[config.mk]
export PLATFORM = sky130hd
export DESIGN_NAME = wind_sensor_frame_parser
export DESIGN_NICKNAME = d
export VERILOG_FILES = /design/src/rtl/core/wsfp_pkg.sv /design/src/rtl/core/wsfp_front.sv /design/src/rtl/core/wsfp_queue.sv /design/src/rtl/core/wsfp_back.sv /design/src/rtl/core/wind_sensor_frame_parser.sv
export VERILOG_INCLUDE_DIRS = /design/src /design/src/rtl/core
export SDC_FILE = /design/constraint.sdc
export NUM_CORES = 1
export LEC_CHECK = 0
export ABC_CLOCK_PERIOD_IN_PS = 8850
export BUFFER_PORTS_ARGS = -buffer_cell sky130_fd_sc_hd__buf_2
export CORE_ASPECT_RATIO = 1.2
export CORE_UTILIZATION = 65
export CTS_CLUSTER_DIAMETER = 50
export CTS_CLUSTER_SIZE = 10
export DETAILED_ROUTE_END_ITERATION = 10
export HOLD_SLACK_MARGIN = 0.08
export PLACE_DENSITY = 0.83
export SLEW_MARGIN = 0
export SYNTH_ARGS = -nofsm -noshare
export SYNTH_HDL_FRONTEND = slang
export SYNTH_SLANG_ARGS = --single-unit
[constraint.sdc]
create_clock -name clk_i -period 8.85 [get_ports clk_i]
set_clock_uncertainty 0.1 [all_clocks]
set_input_delay 1.77 -clock clk_i [delete_from_list [all_inputs] [get_ports clk_i]]
set_output_delay 1.77 -clock clk_i [all_outputs]
set_load 0.02 [all_outputs]
[src/rtl/core/assert_macros.svh]
// Assertion macros shared by the wind sensor frame parser RTL.
`ifndef ASSERT_MACROS_SVH
`define ASSERT_MACROS_SVH

`ifndef SYNTH
`define WSFP_ASSERT(lbl, clk, rst_n, prop) \
  lbl: assert property (@(posedge clk) disable iff (!rst_n) prop) \
    else $error("wind sensor frame parser assertion failed");
`define WSFP_ASSERT_NEVER(lbl, clk, rst_n, expr) \
  lbl: assert property (@(posedge clk) disable iff (!rst_n) !(expr)) \
    else $error("wind sensor frame parser forbidden condition seen");
`else
`define WSFP_ASSERT(lbl, clk, rst_n, prop)
`define WSFP_ASSERT_NEVER(lbl, clk, rst_n, expr)
`endif

`endif

[src/rtl/core/wsfp_pkg.sv]
// Package with types and constants of the wind sensor frame parser.
package wsfp_pkg;

  localparam logic [7:0] FRAME_ID  = 8'h01;
  localparam logic [7:0] FRAME_LEN = 8'h06;
  localparam logic [7:0] SEED_XOR  = 8'h33;

  localparam int unsigned WSFP_QUEUE_DEPTH = 2;

  localparam int unsigned SPEED_W = 19;
  localparam int unsigned DIR_W   = 18;
  localparam int unsigned OUT_TDATA_W = 40;

  // floor(2^24 / 5) * 32, speed quotient taken from bits 42:24
  localparam logic [26:0] SPD_RECIP = 27'd107374176;
  // floor(2^32 / 127) * 92160, direction quotient taken from bits 49:32
  localparam logic [41:0] DIR_RECIP = 42'd3116725862400;
  localparam logic [24:0] DIR_SCALE = 25'd92160;
  localparam logic [24:0] DIR_DIV   = 25'd127;
  localparam logic [21:0] SPD_DIV   = 22'd5;

  typedef struct packed {
    logic [7:0]  dir;
    logic [15:0] speed_raw;
  } wsfp_frame_t;

  typedef struct packed {
    logic        valid;
    wsfp_frame_t frame;
  } wsfp_push_t;

  typedef struct packed {
    logic        valid;
    wsfp_frame_t frame;
  } wsfp_head_t;

endpackage

[src/rtl/core/wsfp_front.sv]
// Frame hunter: tracks the frame phase, checksum and captured payload bytes.
module wsfp_front
  import wsfp_pkg::*;
(
  input  logic       clk_i,
  input  logic       rst_ni,
  input  logic       byte_valid_i,
  output logic       byte_ready_o,
  input  logic [7:0] byte_i,
  input  logic       q_full_i,
  output wsfp_push_t push_o
);

  localparam logic [2:0] PH_ID   = 3'd0;
  localparam logic [2:0] PH_LEN  = 3'd1;
  localparam logic [2:0] PH_DIR  = 3'd2;
  localparam logic [2:0] PH_TEMP = 3'd3;
  localparam logic [2:0] PH_SPDH = 3'd4;
  localparam logic [2:0] PH_SPDL = 3'd5;
  localparam logic [2:0] PH_CHK  = 3'd6;

  logic [2:0] phase_q, phase_d;
  logic [7:0] accum_q, accum_d;
  logic [7:0] dir_q, dir_d;
  logic [7:0] spdh_q, spdh_d;
  logic [7:0] spdl_q, spdl_d;
  logic       take;

  assign byte_ready_o = !q_full_i;
  assign take         = byte_valid_i && byte_ready_o;

  always_comb begin
    phase_d = phase_q;
    accum_d = accum_q;
    dir_d   = dir_q;
    spdh_d  = spdh_q;
    spdl_d  = spdl_q;
    push_o.valid = 1'b0;
    push_o.frame.dir = dir_q;
    push_o.frame.speed_raw = {spdh_q, spdl_q};
    if (take) begin
      case (phase_q)
        PH_LEN: begin
          if (byte_i == FRAME_LEN) begin
            accum_d = accum_q ^ byte_i;
            phase_d = PH_DIR;
          end else begin
            phase_d = PH_ID;
          end
        end
        PH_DIR: begin
          dir_d   = byte_i;
          accum_d = accum_q ^ byte_i;
          phase_d = PH_TEMP;
        end
        PH_TEMP: begin
          accum_d = accum_q ^ byte_i;
          phase_d = PH_SPDH;
        end
        PH_SPDH: begin
          spdh_d  = byte_i;
          accum_d = accum_q ^ byte_i;
          phase_d = PH_SPDL;
        end
        PH_SPDL: begin
          spdl_d  = byte_i;
          accum_d = accum_q ^ byte_i;
          phase_d = PH_CHK;
        end
        PH_CHK: begin
          push_o.valid = (byte_i == accum_q);
          phase_d = PH_ID;
        end
        default: begin
          if (byte_i == FRAME_ID) begin
            accum_d = SEED_XOR ^ FRAME_ID;
            phase_d = PH_LEN;
          end else begin
            phase_d = PH_ID;
          end
        end
      endcase
    end
  end

  always_ff @(posedge clk_i or negedge rst_ni) begin
    if (!rst_ni) begin
      phase_q <= PH_ID;
      accum_q <= SEED_XOR ^ FRAME_ID;
      dir_q   <= '0;
      spdh_q  <= '0;
      spdl_q  <= '0;
    end else begin
      phase_q <= phase_d;
      accum_q <= accum_d;
      dir_q   <= dir_d;
      spdh_q  <= spdh_d;
      spdl_q  <= spdl_d;
    end
  end

endmodule

[src/rtl/core/wsfp_queue.sv]
// Small frame queue between the frame hunter and the scaler.
module wsfp_queue
  import wsfp_pkg::*;
#(
  parameter int unsigned Depth = WSFP_QUEUE_DEPTH
) (
  input  logic       clk_i,
  input  logic       rst_ni,
  input  wsfp_push_t push_i,
  output logic       full_o,
  input  logic       pop_i,
  output wsfp_head_t head_o
);

  localparam int unsigned PtrW = (Depth > 1) ? $clog2(Depth) : 1;
  localparam int unsigned CntW = $clog2(Depth + 1);
  localparam logic [PtrW-1:0] LastPtr = PtrW'(Depth - 1);
  localparam logic [CntW-1:0] FullCnt = CntW'(Depth);

  wsfp_frame_t     mem_q [Depth];
  logic [PtrW-1:0] wr_ptr_q, wr_ptr_d;
  logic [PtrW-1:0] rd_ptr_q, rd_ptr_d;
  logic [CntW-1:0] cnt_q, cnt_d;
  logic            do_push;
  logic            do_pop;

  assign full_o       = (cnt_q == FullCnt);
  assign head_o.valid = (cnt_q != '0);
  assign head_o.frame = mem_q[rd_ptr_q];
  assign do_push      = push_i.valid && !full_o;
  assign do_pop       = pop_i && head_o.valid;

  always_comb begin
    wr_ptr_d = wr_ptr_q;
    rd_ptr_d = rd_ptr_q;
    cnt_d    = cnt_q;
    if (do_push) begin
      wr_ptr_d = (wr_ptr_q == LastPtr) ? '0 : wr_ptr_q + PtrW'(1);
    end
    if (do_pop) begin
      rd_ptr_d = (rd_ptr_q == LastPtr) ? '0 : rd_ptr_q + PtrW'(1);
    end
    if (do_push && !do_pop) begin
      cnt_d = cnt_q + CntW'(1);
    end else if (do_pop && !do_push) begin
      cnt_d = cnt_q - CntW'(1);
    end
  end

  always_ff @(posedge clk_i) begin
    if (do_push) begin
      mem_q[wr_ptr_q] <= push_i.frame;
    end
  end

  always_ff @(posedge clk_i or negedge rst_ni) begin
    if (!rst_ni) begin
      wr_ptr_q <= '0;
      rd_ptr_q <= '0;
      cnt_q    <= '0;
    end else begin
      wr_ptr_q <= wr_ptr_d;
      rd_ptr_q <= rd_ptr_d;
      cnt_q    <= cnt_d;
    end
  end

endmodule

[src/rtl/core/wsfp_back.sv]
// Scaler: reciprocal multiply, quotient correction and output register.
module wsfp_back
  import wsfp_pkg::*;
(
  input  logic                     clk_i,
  input  logic                     rst_ni,
  input  wsfp_head_t               head_i,
  output logic                     pop_o,
  output logic                     out_valid_o,
  input  logic                     out_ready_i,
  output logic [SPEED_W-1:0]       out_speed_o,
  output logic [DIR_W-1:0]         out_dir_o
);

  logic              s1_valid_q;
  logic [42:0]       prod_spd_q;
  logic [49:0]       prod_dir_q;
  logic [15:0]       raw_q;
  logic [7:0]        dir_q;
  logic              out_valid_q;
  logic [SPEED_W-1:0] speed_q, speed_d;
  logic [DIR_W-1:0]  wdir_q, wdir_d;
  logic              out_en;
  logic              s1_en;
  logic [SPEED_W-1:0] spd_q0;
  logic [21:0]       spd_x;
  logic [21:0]       spd_rem;
  logic [DIR_W-1:0]  dir_q0;
  logic [24:0]       dir_y;
  logic [24:0]       dir_rem;

  assign out_en = !out_valid_q || out_ready_i;
  assign s1_en  = !s1_valid_q || out_en;
  assign pop_o  = head_i.valid && s1_en;

  always_comb begin
    spd_q0  = prod_spd_q[42:24];
    spd_x   = {1'b0, raw_q, 5'b0};
    spd_rem = spd_x - (22'(spd_q0) * SPD_DIV);
    speed_d = spd_q0 + SPEED_W'(spd_rem >= SPD_DIV);
    dir_q0  = prod_dir_q[49:32];
    dir_y   = 25'(dir_q) * DIR_SCALE;
    dir_rem = dir_y - (25'(dir_q0) * DIR_DIV);
    wdir_d  = dir_q0 + DIR_W'(dir_rem >= DIR_DIV);
  end

  always_ff @(posedge clk_i) begin
    if (s1_en) begin
      prod_spd_q <= 43'(head_i.frame.speed_raw) * 43'(SPD_RECIP);
      prod_dir_q <= 50'(head_i.frame.dir) * 50'(DIR_RECIP);
      raw_q      <= head_i.frame.speed_raw;
      dir_q      <= head_i.frame.dir;
    end
    if (out_en) begin
      speed_q <= speed_d;
      wdir_q  <= wdir_d;
    end
  end

  always_ff @(posedge clk_i or negedge rst_ni) begin
    if (!rst_ni) begin
      s1_valid_q  <= 1'b0;
      out_valid_q <= 1'b0;
    end else begin
      if (s1_en) begin
        s1_valid_q <= head_i.valid;
      end
      if (out_en) begin
        out_valid_q <= s1_valid_q;
      end
    end
  end

  assign out_valid_o = out_valid_q;
  assign out_speed_o = speed_q;
  assign out_dir_o   = wdir_q;

endmodule

[src/rtl/core/wind_sensor_frame_parser.sv]
// Top level of the wind sensor frame parser.
`include "assert_macros.svh"

// Takes one received byte per cycle on the slave stream whenever the frame
// queue has room, so a sender streaming bytes back to back is never slowed
// by a steady result consumer. A frame is id 0x01, length 0x06, direction,
// temperature (ignored), speed high, speed low, checksum (0x33 XOR the first
// six bytes); a frame with a good checksum yields one word on the master
// stream via the frame queue, product register and output register, holding
// the speed in 1/256 m/s and the direction in 1/256 degree. Bad frames give
// no word. The input stalls only while the frame queue is full, which
// happens only after the result consumer has held off for several frames.
module wind_sensor_frame_parser
  import wsfp_pkg::*;
#(
  parameter int unsigned QueueDepth = WSFP_QUEUE_DEPTH
) (
  input  logic                   clk_i,
  input  logic                   rst_ni,
  input  logic                   s_axis_tvalid_i,
  output logic                   s_axis_tready_o,
  input  logic [7:0]             s_axis_tdata_i,  // [7:0] rx_byte
  output logic                   m_axis_tvalid_o,
  input  logic                   m_axis_tready_i,
  output logic [OUT_TDATA_W-1:0] m_axis_tdata_o   // [18:0] wind_speed, [36:19] wind_direction
);

  wsfp_push_t         push;
  wsfp_head_t         head;
  logic               q_full;
  logic               pop;
  logic [SPEED_W-1:0] speed;
  logic [DIR_W-1:0]   wdir;

  wsfp_front u_front (
    .clk_i        (clk_i),
    .rst_ni       (rst_ni),
    .byte_valid_i (s_axis_tvalid_i),
    .byte_ready_o (s_axis_tready_o),
    .byte_i       (s_axis_tdata_i),
    .q_full_i     (q_full),
    .push_o       (push)
  );

  wsfp_queue #(
    .Depth (QueueDepth)
  ) u_queue (
    .clk_i  (clk_i),
    .rst_ni (rst_ni),
    .push_i (push),
    .full_o (q_full),
    .pop_i  (pop),
    .head_o (head)
  );

  wsfp_back u_back (
    .clk_i       (clk_i),
    .rst_ni      (rst_ni),
    .head_i      (head),
    .pop_o       (pop),
    .out_valid_o (m_axis_tvalid_o),
    .out_ready_i (m_axis_tready_i),
    .out_speed_o (speed),
    .out_dir_o   (wdir)
  );

  assign m_axis_tdata_o = {(OUT_TDATA_W - SPEED_W - DIR_W)'(0), wdir, speed};

  `WSFP_ASSERT_NEVER(a_push_when_full, clk_i, rst_ni, push.valid && q_full)
  `WSFP_ASSERT(a_dir_range, clk_i, rst_ni, m_axis_tvalid_o |-> (wdir <= 18'd185045))
  `WSFP_ASSERT(a_speed_range, clk_i, rst_ni, m_axis_tvalid_o |-> (speed <= 19'd419424))

endmodule
### Word-level counts from Yosys, hierarchy flattened

Memories as Yosys holds them, arrays and structs flattened.
Index checks and enable logic that the tools add are counted.

* flip-flop bits (word level): 175
* logic and storage cells: 80
* input port bits: 12
* memories kept: 1
* memory bits (writable): 48

* muxes and demuxes: 14
* reductions and logical operators: 21
* equal/unequal tests: 11
* $add $sub $neg: 8
* multipliers: 5
* magnitude comparators: 2
* bitwise logic cells: 2

Memory list
* u_queue.mem_q: depth 2, width 24, rd ports 1, clocked after Yosys merged registers in 0, wr ports 1, RTL line wsfp_queue.sv:20 `wsfp_frame_t mem_q [Depth];`

Operators by type and width (count)
* $mul A16 B22 Y38 const B: 1
* $mul A8 B27 Y35 const B: 1
* $ge A25 B7 Y1 const B: 1
* $mul A18 B7 Y25 const B: 1
* $sub A25 B25 Y25: 1
* $pmux W8 S3: 1
* $ge A22 B3 Y1 const B: 1
* $mul A19 B3 Y22 const B: 1
* $sub A21 B22 Y22: 1
* $add A19 B1 Y19: 1
* $add A18 B1 Y18: 1
* $pmux W3 S6: 1
* $mux W8: 2
* $mul A8 B6 Y14 const B: 1
* $eq A3 B3 Y1 const B: 3
* $eq A8 B1 Y1 const B: 1
* $eq A8 B3 Y1 const B: 1
* $eq A8 B8 Y1: 1
* $xor A8 B8 Y8: 1
* $mux W1: 7
* $eq A3 B2 Y1 const B: 2
* $logic_and A1 B1 Y1: 6
* $mux W2: 3
* $reduce_and A2 Y1: 3
* other kinds (13): 20

### Longest topological paths before layout

* word-level depth: 9
* depth in mapped cells: 33

### Hierarchy

A second synthesis with hierarchy kept.

* cells, all modules: 1719
* area total of the unflattened synthesis: 19232.2 um^2

By module, submodules not included
* wsfp_back: cells an instance 1471, area each 15389.8 um^2, instances 1, seq. area each 2992.9 um^2
* wsfp_queue: cells an instance 94, area each 2034.5 um^2, instances 1, seq. area each 1541.5 um^2
* wsfp_front: cells an instance 150, area each 1781.7 um^2, instances 1, seq. area each 879.6 um^2
* wind_sensor_frame_parser: cells an instance 4, area each 26.3 um^2, instances 1, seq. area each 0.0 um^2

### Worst setup path after synthesis

No wires, ideal clock.

* kind: reg2reg
* start: register u_back.dir_q[0]
* end: register u_back.wdir_q[16] (netlist: u_back.out_dir_o[16]) (data pin)
* buffers on the path: 1
* required time: 8491 ps
* data arrival time: 6834 ps
* cell stages (with the launch flop): 33
* setup slack: 1657 ps
* cells stage by stage: edfxtp_1 > ha_1 > ha_1 > inv_1 > fa_1 > inv_1 > ha_1 > a21o_1 > a21oi_1 > o21ai_0 > nor2_1 > xor2_1 > ha_1 > fa_1 > fa_1 > inv_1 > ha_1 > clkbuf_1 > inv_1 > a311oi_1 > o2111a_1 > nand4_1 > nor4_1 > o2111ai_1 > nor4b_1 > o2111ai_1 > ha_1 > ha_1 > nand3_1 > nor2_1 > and3_1 > nand3_1 > xnor2_1

* cells in the longest elaborated chain, start to end: 4

RTL lines
* from (decl): RTL line wsfp_back.sv:19 `logic [7:0] dir_q;`
* from (signal assigned): RTL line wsfp_back.sv:52 `dir_q <= head_i.frame.dir;`
* $mul A8 B6 Y14: RTL line wsfp_back.sv:42 `dir_y = 25'(dir_q) * DIR_SCALE;`
* $sub A25 B25 Y25: RTL line wsfp_back.sv:43 `dir_rem = dir_y - (25'(dir_q0) * DIR_DIV);`
* $ge A25 B7 Y1: RTL line wsfp_back.sv:44 `wdir_d = dir_q0 + DIR_W'(dir_rem >= DIR_DIV);`
* $add A18 B1 Y18: RTL line wsfp_back.sv:44
* named net u_back.wdir_d[16]: RTL line wsfp_back.sv:22 `logic [DIR_W-1:0] wdir_q, wdir_d;`
* to (signal assigned): RTL line wsfp_back.sv:56 `wdir_q <= wdir_d;`
* to (decl): RTL line wsfp_back.sv:22

The timed path passes the listed nets, and every way through them passes these cells.
A chain may end at the register's enable or synchronous reset.

### Worst setup path in the final report

Same ends and word-level chain as after synthesis.

==> run metrics <==
status=finished, final reports clean; Synth Area in XOR/XNOR=0.0492; Worst Hold Class=register to register; RSZ-0062 raised after global routing=false; cts bufs inserted=17; Worst-Margin Slew=1.13 ns; Pre-antenna DRT Iters=5; final setup fails=0; clock latency at the later pin of the worst-skew pair=0.46 ns; Post-Synthesis Cells=1709; nets=2255; top-area cell type share of the netlist area=0.232; worst stage delay on the critical path=0.53 ns; Post-CTS Resized=0; clk sink count=187; syn_area_per_cell=11.0 um^2; Post-synth top flop=edfxtp_1; r2r worst-path depth=32; CTS root buf=clkbuf_16; top post-synthesis cells by count=311 x inv_1, 292 x ha_1, 193 x fa_1; placed cell count=2118; Starting DRT DRC Count=633; Worst path depth=32; Die Y=189 um; wire per inst=17.5 um; fraction of registers with async set/reset=0.219; Layout Utilization=0.713; Fin. Hold Viols=0; Core Region=0.0283 mm^2; Final GP Congestion=0.908; delay-heaviest family, CP=adder cells; adder-cell share of the synthesized area=0.399; total power=1.80 mW; Fillers=1908; post-CTS setup buffer count=0; area grow syn2layout=6.77%; Netlist cell types=74; Boundary Pins=54; pin count of the biggest net entering global routing=64; grt total ovfl=0; Vias=12600; Post-synth EDFFs=146; Crit-path slowest cell=fa_1; fin crit share=0.913; synthesized area=0.0189 mm^2; critical path data required time=8.95 ns; Synth Warn #=0; Seq cells post-synth=187; Routed WL=37700 um; CP max FO=6; Die Wd=157 um; H-tree levels=4; min cycle time layout=8.08 ns; # DRC=0; hpwl dp=30600 um; Port Buffer Count=50; post-synthesis sequential area ratio=0.287; FF-to-FF setup slack=0.77 ns; Setup TNS=0 ns; TritonCTS clock tree=yes; Worst-path clk slew=0.08 ns; Max clock buf depth=2; Slew headroom=0.249; CP Class=register to register; Total GRT Usage=0.273; post-synthesis compound-gate area fraction=0.0902; Max-Cap Viols=0; P per Cell Area=89.3 mW/mm^2; fraction of layout cells with a size suffix above 1=0.0791; global-route wire length before repair=63200 um; most numerous cell on the critical path=ha_1; ANT nets after route=0; leakage power=10.4 nW; Startpoint Class=register; Arr. time, crit path=8.17 ns; CP endpoint kind=register; largest family of logic cells by synthesized area=adder cells; final max-slew violation count=0; Max IR drop VDD=118 uV; Non-Filler Instances=2150; leading area contributor after synthesis=edfxtp_1; Max Fclk=124 MHz; Initial Util=0.668; initial antenna violation count=0; vias in the first global route=13500; hold path cells=0; largest cells by area after synthesis=edfxtp_1 23%, fa_1 20%, ha_1 19%; number of buffer and inverter stages on the critical path=4; FP Rows=67; die area=0.0297 mm^2; Synth Area in Simple Gates=0.0765; mux contribution to synthesized area=0.0307; cts hold-fix bufs=0; antenna cell count=0; via density per instance=5.86; count leader, synth=inv_1
cell usage in the layout (no fill, tap or decap), types with 38 or more instances in the layout:
cell        n
buf_2      50
fa_1      193
ha_1      292
nand2_1    61
o21ai_0    39
nor2_1     62
a21oi_1    68
edfxtp_1  146
inv_1     311
dfrtp_1    38
mux2_2     39
xnor2_1    75
final timing paths:
kind                                                  end                          from
setup / recovery           u_back.out_dir_o[16]$_DFFE_PP_     u_back.dir_q[0]$_DFFE_PN_
hold / removal             u_queue.mem_q[1][16]$_DFFE_PP_  u_front.dir_q[0]$_DFFE_PN0P_
setup reg to reg           u_back.out_dir_o[16]$_DFFE_PP_     u_back.dir_q[0]$_DFFE_PN_
hold reg to reg            u_queue.mem_q[1][16]$_DFFE_PP_  u_front.dir_q[0]$_DFFE_PN0P_
max in group asynchronous   u_front.spdl_q[2]$_DFFE_PN0P_                        rst_ni
min in group asynchronous  u_back.out_valid_o$_DFFE_PN0P_                        rst_ni
cell families (layout without fill, tap and decap cells):
group	after synthesis	after routing
xor+xnor	106	106
simple gates	283	283
flops	187	187
buf+inv	336	396
compound gates	258	258
fa+ha+maj	485	485
other cells	1	3
mux	53	53
layout make-up:
cell class / instances / area, um^2 / area share
tap: 379 / 474 / 0.0236
inverter: 311 / 1170 / 0.0580
clock buffer: 17 / 425 / 0.0211
sequential: 187 / 5410 / 0.269
multi-input combinational: 1188 / 12200 / 0.605
timing repair buffer: 53 / 273 / 0.0135
clock inverter: 15 / 194 / 0.00963
sequential cells by signal (all words and copies together), names as in the netlist:
signal	count
u_back.dir_q	8
u_back.out_dir_o	18
u_back.out_speed_o	19
u_back.out_valid_o	1
u_back.prod_dir_q	18
u_back.prod_spd_q	19
u_back.raw_q	16
u_back.s1_valid_q	1
u_front.accum_q	8
u_front.dir_q	8
u_front.phase_q	3
u_front.spdh_q	8
u_front.spdl_q	8
u_queue.cnt_q	2
u_queue.mem_q	48
u_queue.rd_ptr_q	1
u_queue.wr_ptr_q	1
stage by stage:
stage	area (um^2)	hold slack [ns]	worst slack (ns)
6_report	20100	0.371	0.773
3_3_place_gp	19500	0.343	1.19
5_1_grt	20100	0.377	0.389
4_1_cts	20100	0.372	0.799
3_5_place_dp	19500	0.354	0.946
2_1_floorplan	18900	0.335	1.66
layer usage:
| metal | track usage | wire, um | vias to the layer above |
|---|---|---|---|
| met4 | 0.102 | 1030 | 0 |
| met3 | 0.0423 | 1650 | 98 |
| met5 | 0 | 0 | - |
| li1 | - | - | 5947 |
| met2 | 0.477 | 19300 | 323 |
| met1 | 0.340 | 15700 | 6231 |
power breakdown:
part | internal, mW | switching, mW
clock | 0.387 | 0.398
combinational | 0.0293 | 0.0421
sequential | 0.939 | 0.00283
Power figures use the tool's default switching activity.
